[config.mk]
export PLATFORM = sky130hd
export DESIGN_NAME = long_haplotype_match_reporter_core
export DESIGN_NICKNAME = d
export VERILOG_FILES = /design/src/lhmr_pkg.sv /design/src/lhmr_ram.sv /design/src/lhmr_order_store.sv /design/src/long_haplotype_match_reporter_core.sv
export VERILOG_INCLUDE_DIRS = /design/src /design/src/src
export SDC_FILE = /design/constraint.sdc
export NUM_CORES = 2
export LEC_CHECK = 0
export BUFFER_PORTS_ARGS = -buffer_cell sky130_fd_sc_hd__buf_2
export CORE_ASPECT_RATIO = 0.75
export CORE_MARGIN = 3
export CORE_UTILIZATION = 61
export CTS_BUF_LIST = sky130_fd_sc_hd__clkbuf_4 sky130_fd_sc_hd__clkbuf_8 sky130_fd_sc_hd__clkbuf_16
export DETAILED_ROUTE_END_ITERATION = 10
export PLACE_DENSITY = 0.82
export SLEW_MARGIN = 20
export SYNTH_ARGS = -nofsm -noshare
export SYNTH_HDL_FRONTEND = slang
export SYNTH_SLANG_ARGS = --single-unit
[constraint.sdc]
create_clock -name i_clk -period 24.9 [get_ports i_clk]
set_input_delay 1.245 -clock i_clk [delete_from_list [all_inputs] [get_ports i_clk]]
set_output_delay 1.245 -clock i_clk [all_outputs]
set_load 0.1 [all_outputs]
[src/long_haplotype_match_reporter_core_macros.svh]
// ----------------------------------------------------------------------------
// Assertion macros for the long haplotype match reporter
// Shared wrappers for concurrent checks with a synchronous active-low reset.
// ----------------------------------------------------------------------------
`ifndef LONG_HAPLOTYPE_MATCH_REPORTER_CORE_MACROS_SVH
`define LONG_HAPLOTYPE_MATCH_REPORTER_CORE_MACROS_SVH

// Same-cycle implication.
`define LHMR_ASSERT_IMP(label, clk, rst_n, ante, cons, msg) \
    label: assert property (@(posedge clk) disable iff (!rst_n) (ante) |-> (cons)) \
        else $error(msg);

// Next-cycle implication.
`define LHMR_ASSERT_NXT(label, clk, rst_n, ante, cons, msg) \
    label: assert property (@(posedge clk) disable iff (!rst_n) (ante) |=> (cons)) \
        else $error(msg);

`endif

[src/lhmr_pkg.sv]
// ----------------------------------------------------------------------------
// lhmr_pkg
// Types and constants shared by the long haplotype match reporter modules.
// ----------------------------------------------------------------------------
package lhmr_pkg;

    localparam int MAX_HAPS = 64;
    localparam int HAP_W    = $clog2(MAX_HAPS);
    localparam int HCNT_W   = 7;
    localparam int SITE_W   = 20;
    localparam int DIV_W    = SITE_W + 1;
    localparam int MINLEN_W = 20;
    localparam int CFG_W    = 20;

    localparam logic [MINLEN_W-1:0] MIN_LENGTH_RST = MINLEN_W'(4);
    localparam logic [HCNT_W-1:0]   HAP_COUNT_RST  = HCNT_W'(64);

    typedef enum logic [0:0] {
        CFG_MIN_LENGTH = 1'b0,
        CFG_HAP_COUNT  = 1'b1
    } t_cfg_idx;

    typedef enum logic [2:0] {
        ST_IDLE,
        ST_START,
        ST_WALK,
        ST_FINAL,
        ST_LAST,
        ST_COPY,
        ST_DONE
    } t_state;

    // One entry of the prefix order: haplotype number and its divergence.
    typedef struct packed {
        logic [HAP_W-1:0] hap;
        logic [DIV_W-1:0] div;
    } t_entry;

    typedef struct packed {
        logic             clear;
        logic             rd_en;
        logic [HAP_W-1:0] rd_addr;
        logic             wr_en;
        logic [HAP_W-1:0] wr_addr;
        t_entry           wr_data;
    } t_store_req;

endpackage

[src/lhmr_ram.sv]
// ----------------------------------------------------------------------------
// lhmr_ram
// Simple dual-port synchronous RAM, one write and one registered read port.
// ----------------------------------------------------------------------------
module lhmr_ram #(
    parameter int WIDTH = 8,
    parameter int DEPTH = 64
) (
    input  logic                     i_clk,
    input  logic                     i_we,
    input  logic [$clog2(DEPTH)-1:0] i_waddr,
    input  logic [WIDTH-1:0]         i_wdata,
    input  logic                     i_re,
    input  logic [$clog2(DEPTH)-1:0] i_raddr,
    output logic [WIDTH-1:0]         o_rdata
);

    logic [WIDTH-1:0] r_mem [DEPTH];
    logic [WIDTH-1:0] r_rdata;

    always_ff @(posedge i_clk) begin
        if (i_we) begin
            r_mem[i_waddr] <= i_wdata;
        end
        if (i_re) begin
            r_rdata <= r_mem[i_raddr];
        end
    end

    assign o_rdata = r_rdata;

endmodule

[src/lhmr_order_store.sv]
// ----------------------------------------------------------------------------
// lhmr_order_store
// Prefix order and divergence memory with per-entry valid bits. An entry that
// has not been written since reset or restart reads as identity order with
// zero divergence.
// ----------------------------------------------------------------------------
module lhmr_order_store (
    input  logic                i_clk,
    input  logic                i_rst_n,
    input  lhmr_pkg::t_store_req i_req,
    output lhmr_pkg::t_entry    o_rdata
);

    logic [lhmr_pkg::MAX_HAPS-1:0] r_valid;
    logic                          r_rd_vld;
    logic [lhmr_pkg::HAP_W-1:0]    r_rd_addr;
    logic [$bits(lhmr_pkg::t_entry)-1:0] w_ram_q;
    lhmr_pkg::t_entry              w_ram_ent;

    lhmr_ram #(
        .WIDTH ($bits(lhmr_pkg::t_entry)),
        .DEPTH (lhmr_pkg::MAX_HAPS)
    ) u_ram (
        .i_clk   (i_clk),
        .i_we    (i_req.wr_en),
        .i_waddr (i_req.wr_addr),
        .i_wdata (i_req.wr_data),
        .i_re    (i_req.rd_en),
        .i_raddr (i_req.rd_addr),
        .o_rdata (w_ram_q)
    );

    always_ff @(posedge i_clk) begin
        if (!i_rst_n) begin
            r_valid  <= '0;
            r_rd_vld <= 1'b0;
        end else begin
            if (i_req.clear) begin
                r_valid <= '0;
            end
            if (i_req.wr_en) begin
                r_valid[i_req.wr_addr] <= 1'b1;
            end
            if (i_req.rd_en) begin
                r_rd_vld <= r_valid[i_req.rd_addr];
            end
        end
    end

    always_ff @(posedge i_clk) begin
        if (i_req.rd_en) begin
            r_rd_addr <= i_req.rd_addr;
        end
    end

    assign w_ram_ent = w_ram_q;

    always_comb begin
        if (r_rd_vld) begin
            o_rdata = w_ram_ent;
        end else begin
            o_rdata.hap = r_rd_addr;
            o_rdata.div = '0;
        end
    end

endmodule

[src/long_haplotype_match_reporter_core.sv]
// ----------------------------------------------------------------------------
// long_haplotype_match_reporter_core
// Positional prefix-order match reporter: one site column in, the blocks of
// haplotypes that match over at least min_length sites and split at this site
// out.
// ----------------------------------------------------------------------------
// Usage: each input transaction carries one column, i_site_alleles, with one
// allele bit per haplotype, and i_first_site, which restarts the prefix order,
// the divergence values and the site counter. Each output transaction carries
// one reported block: the site number and the masks of its allele-0 and
// allele-1 haplotypes; o_last_of_site marks the final block of a column. A
// column may report nothing.
// The column walks the first hap_count positions of the prefix order, at most
// 64, one memory entry per cycle while the walk is not stopped; ones go to a
// side memory and are copied back behind the zeros afterwards. The next column
// is accepted only after the current one is written back.
// A stalled receiver holds the output register and one more closed block
// waits in a pending register; a block that closes while both are full stops
// the walk until the receiver takes a transaction. Reset clears the valid
// bits of the order memory at once, so it reads as identity order with zero
// divergence, and sets min_length to 4 and hap_count to 64.
// ----------------------------------------------------------------------------
`include "long_haplotype_match_reporter_core_macros.svh"

module long_haplotype_match_reporter_core (
    input  logic                          i_clk,
    input  logic                          i_rst_n,
    input  logic                          i_cfg_we,
    input  logic [0:0]                    i_cfg_index,
    input  logic [lhmr_pkg::CFG_W-1:0]    i_cfg_wdata,
    input  logic                          i_valid,
    output logic                          o_ready,
    input  logic                          i_first_site,
    input  logic [lhmr_pkg::MAX_HAPS-1:0] i_site_alleles,
    output logic                          o_valid,
    input  logic                          i_ready,
    output logic [lhmr_pkg::SITE_W-1:0]   o_site_index,
    output logic [lhmr_pkg::MAX_HAPS-1:0] o_zero_group_mask,
    output logic [lhmr_pkg::MAX_HAPS-1:0] o_one_group_mask,
    output logic                          o_last_of_site
);

    localparam int NH = lhmr_pkg::MAX_HAPS;
    localparam int HW = lhmr_pkg::HAP_W;
    localparam int CW = lhmr_pkg::HCNT_W;
    localparam int SW = lhmr_pkg::SITE_W;
    localparam int DW = lhmr_pkg::DIV_W;
    localparam int MW = lhmr_pkg::MINLEN_W;

    lhmr_pkg::t_state r_state, n_state;

    logic [MW-1:0] r_min_len;
    logic [CW-1:0] r_hap_cnt;
    logic [SW-1:0] r_site, n_site;

    logic [NH-1:0] r_alleles, n_alleles;
    logic [CW-1:0] r_n, n_n;
    logic [HW-1:0] r_pos, n_pos;
    logic [DW-1:0] r_p, n_p, r_q, n_q;
    logic [NH-1:0] r_zm, n_zm, r_om, n_om;
    logic [CW-1:0] r_na, n_na, r_nb, n_nb;
    logic [CW-1:0] r_ck, n_ck, r_cw, n_cw;
    logic          r_tv, n_tv;

    logic          r_pend_vld, n_pend_vld;
    logic [NH-1:0] r_pend_zm, n_pend_zm, r_pend_om, n_pend_om;

    logic          r_out_vld, n_out_vld;
    logic [SW-1:0] r_out_site, n_out_site;
    logic [NH-1:0] r_out_zm, n_out_zm, r_out_om, n_out_om;
    logic          r_out_last, n_out_last;

    lhmr_pkg::t_store_req w_req;
    lhmr_pkg::t_entry     w_ent;
    logic                 w_tmp_we, w_tmp_re;
    logic [HW-1:0]        w_tmp_waddr, w_tmp_raddr;
    lhmr_pkg::t_entry     w_tmp_wdata;
    logic [$bits(lhmr_pkg::t_entry)-1:0] w_tmp_q;

    logic [CW-1:0]   w_n_eff;
    logic            w_out_free;
    logic [MW+1:0]   w_reach;
    logic            w_brk, w_close_walk, w_close_final;
    logic            w_walk_go, w_final_go, w_last_go, w_walk_more, w_copy_done;
    logic [NH-1:0]   w_bit, w_zm_base, w_om_base;
    logic [DW-1:0]   w_pn, w_qn;
    logic [CW-1:0]   w_pos_inc, w_cp_addr;

    lhmr_order_store u_store (
        .i_clk   (i_clk),
        .i_rst_n (i_rst_n),
        .i_req   (w_req),
        .o_rdata (w_ent)
    );

    // Holds the allele-1 entries of the current column until the copy-back.
    lhmr_ram #(
        .WIDTH ($bits(lhmr_pkg::t_entry)),
        .DEPTH (NH)
    ) u_ones_ram (
        .i_clk   (i_clk),
        .i_we    (w_tmp_we),
        .i_waddr (w_tmp_waddr),
        .i_wdata (w_tmp_wdata),
        .i_re    (w_tmp_re),
        .i_raddr (w_tmp_raddr),
        .o_rdata (w_tmp_q)
    );

    assign w_n_eff    = (r_hap_cnt > CW'(NH)) ? CW'(NH) : r_hap_cnt;
    assign w_out_free = !r_out_vld || i_ready;

    // A block breaks when divergence > site - min_length, i.e. div + min > site.
    assign w_reach = {1'b0, w_ent.div} + {2'b00, r_min_len};
    assign w_brk   = w_reach > {{(MW + 2 - SW){1'b0}}, r_site};

    assign w_close_walk  = w_brk && (r_zm != '0) && (r_om != '0);
    assign w_close_final = (r_zm != '0) && (r_om != '0);
    assign w_walk_go     = !(w_close_walk && r_pend_vld && !w_out_free);
    assign w_final_go    = !(w_close_final && r_pend_vld && !w_out_free);
    assign w_last_go     = !r_pend_vld || w_out_free;
    assign w_pos_inc     = {1'b0, r_pos} + CW'(1);
    assign w_walk_more   = w_pos_inc < r_n;
    assign w_copy_done   = !r_tv && (r_ck == r_nb);
    assign w_cp_addr     = r_na + r_cw;

    assign w_bit     = {{(NH - 1){1'b0}}, 1'b1} << w_ent.hap;
    assign w_zm_base = w_brk ? '0 : r_zm;
    assign w_om_base = w_brk ? '0 : r_om;
    assign w_pn      = (w_ent.div > r_p) ? w_ent.div : r_p;
    assign w_qn      = (w_ent.div > r_q) ? w_ent.div : r_q;

    // Next state.
    always_comb begin
        n_state = r_state;
        case (r_state)
            lhmr_pkg::ST_IDLE: begin
                if (i_valid) begin
                    n_state = lhmr_pkg::ST_START;
                end
            end
            lhmr_pkg::ST_START: begin
                n_state = (r_n != '0) ? lhmr_pkg::ST_WALK : lhmr_pkg::ST_FINAL;
            end
            lhmr_pkg::ST_WALK: begin
                if (w_walk_go && !w_walk_more) begin
                    n_state = lhmr_pkg::ST_FINAL;
                end
            end
            lhmr_pkg::ST_FINAL: begin
                if (w_final_go) begin
                    n_state = lhmr_pkg::ST_LAST;
                end
            end
            lhmr_pkg::ST_LAST: begin
                if (w_last_go) begin
                    n_state = lhmr_pkg::ST_COPY;
                end
            end
            lhmr_pkg::ST_COPY: begin
                if (w_copy_done) begin
                    n_state = lhmr_pkg::ST_DONE;
                end
            end
            lhmr_pkg::ST_DONE: begin
                n_state = lhmr_pkg::ST_IDLE;
            end
            default: begin
                n_state = lhmr_pkg::ST_IDLE;
            end
        endcase
    end

    // Datapath and memory control.
    always_comb begin
        n_site     = r_site;
        n_alleles  = r_alleles;
        n_n        = r_n;
        n_pos      = r_pos;
        n_p        = r_p;
        n_q        = r_q;
        n_zm       = r_zm;
        n_om       = r_om;
        n_na       = r_na;
        n_nb       = r_nb;
        n_ck       = r_ck;
        n_cw       = r_cw;
        n_tv       = r_tv;
        n_pend_vld = r_pend_vld;
        n_pend_zm  = r_pend_zm;
        n_pend_om  = r_pend_om;
        n_out_vld  = r_out_vld && !i_ready;
        n_out_site = r_out_site;
        n_out_zm   = r_out_zm;
        n_out_om   = r_out_om;
        n_out_last = r_out_last;

        w_req       = '0;
        w_tmp_we    = 1'b0;
        w_tmp_waddr = r_nb[HW-1:0];
        w_tmp_wdata = '0;
        w_tmp_re    = 1'b0;
        w_tmp_raddr = r_ck[HW-1:0];

        case (r_state)
            lhmr_pkg::ST_IDLE: begin
                if (i_valid) begin
                    n_alleles = i_site_alleles;
                    n_n       = w_n_eff;
                    if (i_first_site) begin
                        w_req.clear = 1'b1;
                        n_site      = '0;
                    end
                end
            end
            lhmr_pkg::ST_START: begin
                n_p   = {1'b0, r_site} + DW'(1);
                n_q   = {1'b0, r_site} + DW'(1);
                n_zm  = '0;
                n_om  = '0;
                n_na  = '0;
                n_nb  = '0;
                n_pos = '0;
                n_ck  = '0;
                n_cw  = '0;
                n_tv  = 1'b0;
                if (r_n != '0) begin
                    w_req.rd_en   = 1'b1;
                    w_req.rd_addr = '0;
                end
            end
            lhmr_pkg::ST_WALK: begin
                if (w_walk_go) begin
                    // The pending block leaves once the next one is known.
                    if (w_close_walk) begin
                        if (r_pend_vld) begin
                            n_out_vld  = 1'b1;
                            n_out_site = r_site;
                            n_out_zm   = r_pend_zm;
                            n_out_om   = r_pend_om;
                            n_out_last = 1'b0;
                        end
                        n_pend_vld = 1'b1;
                        n_pend_zm  = r_zm;
                        n_pend_om  = r_om;
                    end
                    if (!r_alleles[w_ent.hap]) begin
                        w_req.wr_en       = 1'b1;
                        w_req.wr_addr     = r_na[HW-1:0];
                        w_req.wr_data.hap = w_ent.hap;
                        w_req.wr_data.div = w_pn;
                        n_na = r_na + CW'(1);
                        n_p  = '0;
                        n_q  = w_qn;
                        n_zm = w_zm_base | w_bit;
                        n_om = w_om_base;
                    end else begin
                        w_tmp_we        = 1'b1;
                        w_tmp_wdata.hap = w_ent.hap;
                        w_tmp_wdata.div = w_qn;
                        n_nb = r_nb + CW'(1);
                        n_q  = '0;
                        n_p  = w_pn;
                        n_om = w_om_base | w_bit;
                        n_zm = w_zm_base;
                    end
                    // The write lands at or below the entry just read, so the
                    // next read never sees a slot rewritten in this column.
                    if (w_walk_more) begin
                        w_req.rd_en   = 1'b1;
                        w_req.rd_addr = w_pos_inc[HW-1:0];
                        n_pos         = w_pos_inc[HW-1:0];
                    end
                end
            end
            lhmr_pkg::ST_FINAL: begin
                if (w_final_go && w_close_final) begin
                    if (r_pend_vld) begin
                        n_out_vld  = 1'b1;
                        n_out_site = r_site;
                        n_out_zm   = r_pend_zm;
                        n_out_om   = r_pend_om;
                        n_out_last = 1'b0;
                    end
                    n_pend_vld = 1'b1;
                    n_pend_zm  = r_zm;
                    n_pend_om  = r_om;
                end
            end
            lhmr_pkg::ST_LAST: begin
                if (r_pend_vld && w_out_free) begin
                    n_out_vld  = 1'b1;
                    n_out_site = r_site;
                    n_out_zm   = r_pend_zm;
                    n_out_om   = r_pend_om;
                    n_out_last = 1'b1;
                    n_pend_vld = 1'b0;
                end
            end
            lhmr_pkg::ST_COPY: begin
                if (r_tv) begin
                    w_req.wr_en   = 1'b1;
                    w_req.wr_addr = w_cp_addr[HW-1:0];
                    w_req.wr_data = w_tmp_q;
                    n_cw          = r_cw + CW'(1);
                end
                if (r_ck < r_nb) begin
                    w_tmp_re = 1'b1;
                    n_ck     = r_ck + CW'(1);
                    n_tv     = 1'b1;
                end else begin
                    n_tv = 1'b0;
                end
            end
            lhmr_pkg::ST_DONE: begin
                if (r_site != {SW{1'b1}}) begin
                    n_site = r_site + SW'(1);
                end
            end
            default: begin
                n_tv = 1'b0;
            end
        endcase
    end

    always_ff @(posedge i_clk) begin
        if (!i_rst_n) begin
            r_state    <= lhmr_pkg::ST_IDLE;
            r_min_len  <= lhmr_pkg::MIN_LENGTH_RST;
            r_hap_cnt  <= lhmr_pkg::HAP_COUNT_RST;
            r_site     <= '0;
            r_pend_vld <= 1'b0;
            r_out_vld  <= 1'b0;
            r_tv       <= 1'b0;
            r_na       <= '0;
            r_nb       <= '0;
            r_ck       <= '0;
            r_cw       <= '0;
            r_n        <= '0;
            r_pos      <= '0;
        end else begin
            r_state    <= n_state;
            r_site     <= n_site;
            r_pend_vld <= n_pend_vld;
            r_out_vld  <= n_out_vld;
            r_tv       <= n_tv;
            r_na       <= n_na;
            r_nb       <= n_nb;
            r_ck       <= n_ck;
            r_cw       <= n_cw;
            r_n        <= n_n;
            r_pos      <= n_pos;
            if (i_cfg_we) begin
                case (lhmr_pkg::t_cfg_idx'(i_cfg_index))
                    lhmr_pkg::CFG_MIN_LENGTH: r_min_len <= i_cfg_wdata[MW-1:0];
                    lhmr_pkg::CFG_HAP_COUNT:  r_hap_cnt <= i_cfg_wdata[CW-1:0];
                    default:                  r_hap_cnt <= r_hap_cnt;
                endcase
            end
        end
    end

    always_ff @(posedge i_clk) begin
        r_alleles  <= n_alleles;
        r_p        <= n_p;
        r_q        <= n_q;
        r_zm       <= n_zm;
        r_om       <= n_om;
        r_pend_zm  <= n_pend_zm;
        r_pend_om  <= n_pend_om;
        r_out_site <= n_out_site;
        r_out_zm   <= n_out_zm;
        r_out_om   <= n_out_om;
        r_out_last <= n_out_last;
    end

    assign o_ready           = (r_state == lhmr_pkg::ST_IDLE);
    assign o_valid           = r_out_vld;
    assign o_site_index      = r_out_site;
    assign o_zero_group_mask = r_out_zm;
    assign o_one_group_mask  = r_out_om;
    assign o_last_of_site    = r_out_last;

    `LHMR_ASSERT_IMP(a_walk_count, i_clk, i_rst_n, r_state == lhmr_pkg::ST_WALK,
        (r_na + r_nb) == {1'b0, r_pos}, "walk counters out of step with position")
    `LHMR_ASSERT_IMP(a_idle_no_pend, i_clk, i_rst_n, r_state == lhmr_pkg::ST_IDLE,
        !r_pend_vld, "block left pending after column end")
    `LHMR_ASSERT_IMP(a_out_block, i_clk, i_rst_n, r_out_vld,
        ((r_out_zm & r_out_om) == '0) && (r_out_zm != '0) && (r_out_om != '0),
        "reported block masks malformed")
    `LHMR_ASSERT_IMP(a_copy_bound, i_clk, i_rst_n, r_state == lhmr_pkg::ST_COPY,
        (r_cw <= r_ck) && (r_ck <= r_nb), "copy-back ran past the allele-1 count")
    `LHMR_ASSERT_NXT(a_restart, i_clk, i_rst_n, o_ready && i_valid && i_first_site,
        r_site == '0, "restart did not clear the site counter")

endmodule
### Word-level counts from Yosys, hierarchy flattened

Memories as Yosys holds them, arrays and structs flattened. A register that Yosys moved wholly into a read port is not among the register bits.
Index checks and enable logic that the tools add are counted.

| word-level totals | value |
|---|---|
| register bits | 676 |
| logic and storage cells | 240 |
| bits in writable memories | 3456 |
| input port bits | 91 |
| memories | 2 |

Memories:

| memory | words | width | rd ports | clocked after memory_dff | write ports | line | RTL |
|---|---|---|---|---|---|---|---|
| u_ones_ram.r_mem | 64 | 27 | 1 | 1 | 1 | lhmr_ram.sv:18 | `logic [WIDTH-1:0] r_mem [DEPTH];` |
| u_store.u_ram.r_mem | 64 | 27 | 1 | 1 | 1 | lhmr_ram.sv:18 |  |

| operators by class | value |
|---|---|
| reductions and logical operators | 46 |
| equality and inequality tests | 24 |
| multiplexer cells | 117 |
| order comparisons | 10 |
| bitwise logic cells | 4 |
| add/subtract/negate cells | 9 |
| shift operators | 1 |

Operators by type and width:

| kind | count |
|---|---|
| 64-bit two-way mux | 25 |
| 64-bit case mux with 2 select lines | 4 |
| 64-bit case mux with 3 select lines | 2 |
| 64-bit OR | 3 |
| 20-bit two-way mux | 8 |
| 64-bit nonzero test | 2 |
| 21-bit two-way mux | 6 |
| 27-bit two-way mux | 4 |
| 21-bit case mux with 2 select lines | 2 |
| 7-bit case mux with 2 select lines | 5 |
| 34-bit two-way mux | 2 |
| 34-bit case mux with 2 select lines | 1 |
| 1-bit by 6-bit << shifter with 64-bit output (first input constant) | 1 |
| 7-bit two-way mux | 9 |
| 20-bit case mux with 3 select lines | 1 |
| 21-bit > comparator | 2 |
| 41-bit two-way mux | 1 |
| 20-bit case mux with 2 select lines | 1 |
| 1-bit two-way mux | 30 |
| 2-bit != test (second input constant) | 15 |
| 7-bit by 1-bit adder with 7-bit output (second input constant) | 4 |
| 21-bit by 20-bit adder with 22-bit output | 1 |
| 22-bit by 20-bit > comparator with 1-bit output | 1 |
| 20-bit by 1-bit adder with 21-bit output (second input constant) | 1 |
| 34 further kinds | 80 |

### Longest topological paths before layout

| logic depth | value |
|---|---|
| depth in word-level cells | 15 |
| depth in mapped cells | 38 |
| depth with buffers taken out | 28 |

### Cells and area by module

A second synthesis with hierarchy kept.

| unflattened totals | value |
|---|---|
| cell total of the unflattened synthesis | 8436 |
| area total of the unflattened synthesis | 163795.8 µm² |

By module, submodules not included:

| module | cells each | times used | area an instance (µm²) | seq. area each (µm²) |
|---|---|---|---|---|
| lhmr_ram (u_ones_ram) | 2958 | 1 | 66907.9 | 52700.5 |
| lhmr_ram (u_store.u_ram) | 3002 | 1 | 66887.9 | 52700.5 |
| long_haplotype_match_reporter_core | 2086 | 1 | 26476.6 | 17186.5 |
| lhmr_order_store | 390 | 1 | 3523.4 | 1481.4 |

### Worst setup path after synthesis

Ideal clock, no wire load.

| path | value |
|---|---|
| path type | register to register |
| start | register u_store.r_rd_vld |
| end | register r_om[0] (enable) |
| clock period less this slack | 18.013 ns |
| cell stages (with the launch flop) | 30 |
| data required time | 23.965 ns |
| arrival time | 17.077 ns |
| path buffers | 6 |
| path slack | 6.887 ns |
| path through | dfxtp_1 > buf_4 > buf_8 > buf_4 > buf_4 > clkbuf_1 > clkbuf_1 > and2_1 > ha_1 > ha_1 > o21ai_1 > and2_0 > a311o_1 > o32ai_2 > a32oi_2 > a21oi_1 > o21a_1 > o21ai_0 > nand2b_1 > a21o_1 > a21oi_1 > xnor2_1 > ha_1 > a211oi_1 > o21ai_0 > a21oi_1 > a21boi_0 > o21ai_2 > nand2_1 > o21ai_0 |

| between the ends | value |
|---|---|
| word-level cells in the longest chain between the ends | 9 |

RTL lines:

| what | line | RTL |
|---|---|---|
| from (decl) | lhmr_order_store.sv:15 | `logic r_rd_vld;` |
| from (signal assigned) | lhmr_order_store.sv:45 | `r_rd_vld <= r_valid[i_req.rd_addr];` |
| 27-bit two-way mux | lhmr_order_store.sv:59 | `if (r_rd_vld) begin` |
| 21-bit by 20-bit adder with 22-bit output | long_haplotype_match_reporter_core.sv:114 | `assign w_reach = {1'b0, w_ent.div} + {2'b00, r_min_len};` |
| 22-bit by 20-bit > comparator with 1-bit output | long_haplotype_match_reporter_core.sv:115 | `assign w_brk = w_reach > {{(MW + 2 - SW){1'b0}}, r_site};` |
| 1-bit logical AND (2 in a row) | long_haplotype_match_reporter_core.sv:117 | `assign w_close_walk = w_brk && (r_zm != '0) && (r_om != '0);` |
| 1-bit logical AND (2 in a row) | long_haplotype_match_reporter_core.sv:119 | `assign w_walk_go = !(w_close_walk && r_pend_vld && !w_out_free);` |
| 2-bit != test (no line) | n/a |  |
| 2-bit AND reduction (no line) | n/a |  |
| to (signal assigned) | long_haplotype_match_reporter_core.sv:368 | `r_om <= n_om;` |
| to (decl) | long_haplotype_match_reporter_core.sv:60 | `logic [NH-1:0] r_zm, n_zm, r_om, n_om;` |

No other way between the ends.
A chain may end at the register's enable or synchronous reset.

### Worst setup path after layout

| path | value |
|---|---|
| start | register u_store.r_rd_vld |
| end | register u_store.u_ram.r_rdata[11] (netlist: u_store.u_ram.o_rdata[11]) (read register of u_store.u_ram.r_mem), data pin |

| between the ends | value |
|---|---|
| word-level cells in the longest chain between the ends | 9 |

RTL lines:

| what | line | RTL |
|---|---|---|
| 27-bit two-way mux | lhmr_order_store.sv:59 |  |
| 21-bit by 20-bit adder with 22-bit output | long_haplotype_match_reporter_core.sv:114 |  |
| 22-bit by 20-bit > comparator with 1-bit output | long_haplotype_match_reporter_core.sv:115 |  |
| 1-bit logical AND (2 in a row) | long_haplotype_match_reporter_core.sv:117 |  |
| 1-bit logical AND (2 in a row) | long_haplotype_match_reporter_core.sv:119 |  |
| 41-bit two-way mux | long_haplotype_match_reporter_core.sv:233 | `if (w_walk_go) begin` |
| 7-bit case mux with 2 select lines | long_haplotype_match_reporter_core.sv:205 | `case (r_state)` |
| to (decl) | lhmr_ram.sv:19 | `logic [WIDTH-1:0] r_rdata;` |

No other way between the ends.

==> flow_summary.ini <==
[outcome]
status = complete, no violations

[placed_design]
numPlacedInstances = 12900
io_buffers = 241
place_congestion = 0.949
dp_hpwl_mm = 290

[cts]
path_clk_slew_ns = 0.06
tritoncts.num_buffers = 384
insertion_delay_ns = 0.95
clk_path_buf_depth = 4
cts.sinks = 4184
postCtsSetupBuffers = 0
cts_tree = built
htreeDepth = 5
holdBufCountCts = 0
cts_resized = 0
cts-root-buf = clkbuf_16

[floorplanning]
start_util_pct = 61.6
placementRows = 164
core_area_um2 = 267000
die_area_um2 = 276000
die_height_um = 456
die_w_um = 606
ioPinCount = 242

[drt]
route.detailed.drc = 0
detail_route.vias_per_cell = 7.39
ant_nets = 0
wl_per_cell_um = 38.1
totalWireLength_mm = 519
drt_iter0_drc = 19500
vias = 101000
dr.pass1.iters = 9

[global_route]
grt_first_pass_wirelength_mm = 718
grt_max_degree = 149
antenna_found_initial = 46
grt_usage_pct = 36.8
grt_pass1_vias = 96000
gr-total-overflow = 0

[worst_setup_path]
crit_fanout = 86
critPathKind = reg2reg
cp-start-kind = flip-flop
cp_slowest_cell = a2111oi_0
critPathMostFrequentCell = a21oi_1
path_delay_family = compound AO/OA/AOI/OAI gates
end_kind = flip-flop
arrival_ns = 11.55
path_buf_inv = 4
r2r_setup_slack_ns = 14.00
max_stage_delay_ns = 1.04
cp.required_ns = 25.55

[synth]
synth_ff_type = edfxtp_1
synth-simple-area-share_pct = 4.08
synth_top_area_cell = edfxtp_1
avgSynthCellArea_um2 = 17.7
synth_edf_count = 4027
synth_warnings = 0
synth_mux_area_share_pct = 10.7
syn_inst = 9298
synth_top_area_share_pct = 73.4
synth_top_family_by_area = multiplexers
ys_ff_latch = 4184
netlist_area_um2 = 165000
yosysSeqAreaShare_pct = 75.3
synth_nets = 9470
synthArstFlopShare_pct = 0
synth_area_leaders = edfxtp_1, mux4_2, mux2i_1
synth-compound-area-share_pct = 7.03
synthAdderAreaFrac_pct = 0.698
ys_types = 110
synth-xor-area-share_pct = 0.484

[layout]
area_growth_syn_to_layout_pct = 12.9
n_fill_cell = 15300
drive_above_1_share_pct = 21.4
final_util_pct = 69.5
nNetsFinal = 9875
fin_cells = 13600

[timing]
fin_skew_ns = 0.0695
final.setup.tns_ns = 0
slew_viol_final = 0
tightest_slew_ns = 1.23
min_period_ns = 10.90
hold_violations = 0
rsz0062_at_grt = false
whs_ns = 0.395
maxSlewHeadroom_pct = 16.0
setup_viol = 0
fin_crit_sh_pct = 43.8
max_freq_mhz = 91.7

[hold_path]
worstHoldPathType = reg2reg

[power]
p_per_area_nw_per_um2 = 80.1
ir_drop_mv = 0.0709
p_leak_nw = 54.9

[flow_run]
maxCapViolations = 0
-- metrics by stage --
stage	total power [mW]	instance area, um2	setup WS (ns)
after floorplan	8.59	165000	6.89
after global placement	8.85	172000	13.68
after detailed placement	8.89	172000	14.59
after CTS	14.8	185000	14.40
after global routing	15.2	186000	13.61
final	14.9	186000	14.00
-- cells in the mapped netlist (14+ instances only) --
cell / instances
a211oi_2: 15
o2111ai_1: 29
xor2_1: 17
o21a_1: 35
nand3_1: 197
a22oi_1: 41
and3_1: 31
a21o_1: 21
a31oi_1: 100
a32o_1: 35
a211oi_1: 127
nand2b_1: 19
o211ai_1: 90
a21oi_1: 341
a2bb2oi_1: 86
nand2_1: 468
mux2i_1: 384
nor3b_1: 14
nor4_1: 53
o22ai_1: 103
nand4_1: 48
or2_2: 18
buf_1: 94
buf_4: 20
a221oi_1: 32
dfxtp_1: 157
mux2_2: 80
ha_1: 80
nor2_1: 436
xnor2_1: 74
edfxtp_1: 4027
a2111oi_0: 16
and2_1: 41
a32oi_1: 63
o21ai_1: 36
clkbuf_1: 327
nor3_1: 23
inv_1: 115
nor2b_1: 46
o21ai_0: 507
mux4_2: 573
buf_2: 83
-- where the power goes --
| part | total, mW | internal (mW) | leakage [nW] | switching [mW] |
|---|---|---|---|---|
| Combinational | 0.766 | 0.163 | 12.9 | 0.603 |
| Clock | 6.11 | 3.43 | 6.36 | 2.68 |
| Sequential | 8.02 | 7.91 | 35.7 | 0.114 |
| Total | 14.9 | 11.5 | 54.9 | 3.39 |
-- area by class of cell --
cell class              instances  area [um2]  area share [%]
clock inverters               233        2490            1.34
flip-flops and latches       4184      124000            66.7
inverters                     118         452           0.243
well taps                    3569        4470            2.40
repair buffers                551        4280            2.30
clock buffers                 466       10300            5.56
diodes                         26        65.1          0.0350
multi-input cells            4464       39700            21.4
-- worst paths after layout --
kind | start | endpoint | cells after the start
worst max-delay path | u_store.r_rd_vld | u_store.u_ram.o_rdata[11] | 29
worst min register to register | r_pend_om[56] | o_one_group_mask[56] | 0
worst min-delay path | r_pend_om[56] | o_one_group_mask[56] | 0
worst max register to register | u_store.r_rd_vld | u_store.u_ram.o_rdata[11] | 29
-- sequential cells by signal, indices dropped and copies added (netlist names), 7 cells and up --
name,flops
u_ones_ram.r_mem,1728
u_store.u_ram.r_mem,1728
o_one_group_mask,64
o_zero_group_mask,64
r_alleles,64
r_om,64
r_pend_om,64
r_pend_zm,64
r_zm,64
u_store.r_valid,64
u_ones_ram.o_rdata,27
u_store.u_ram.o_rdata,27
r_p,21
r_q,21
o_site_index,20
r_min_len,20
r_site,20
r_ck,7
r_hap_cnt,7
r_n,7
r_nb,7
-- layout by cell type (no fill, tap or decap), types with 243 or more instances in the layout --
cell type and instances:
a21oi_1 337, mux2i_1 382, buf_4 252, clkbuf_16 388, mux4_2 573, nand2_1 466, nor2_1 276, o21ai_0 487
edfxtp_1 4027, buf_2 243
-- cells by family after synthesis --
logic type / count (synthesis)
AOI/OAI and AO/OA: 1786
xor gates and xnor gates: 91
adders and majority gates: 93
buffers and inverters: 650
DFF: 4184
muxes: 1040
and+or+nand+nor: 1454
-- metal layers --
metal	wire [um]	global-route usage (%)
met4	34500	19.3
met2	226000	52.4
met5	196	0
met1	170000	50.1
met3	87600	13.4
Note: power is estimated with default switching activity, not from simulation.
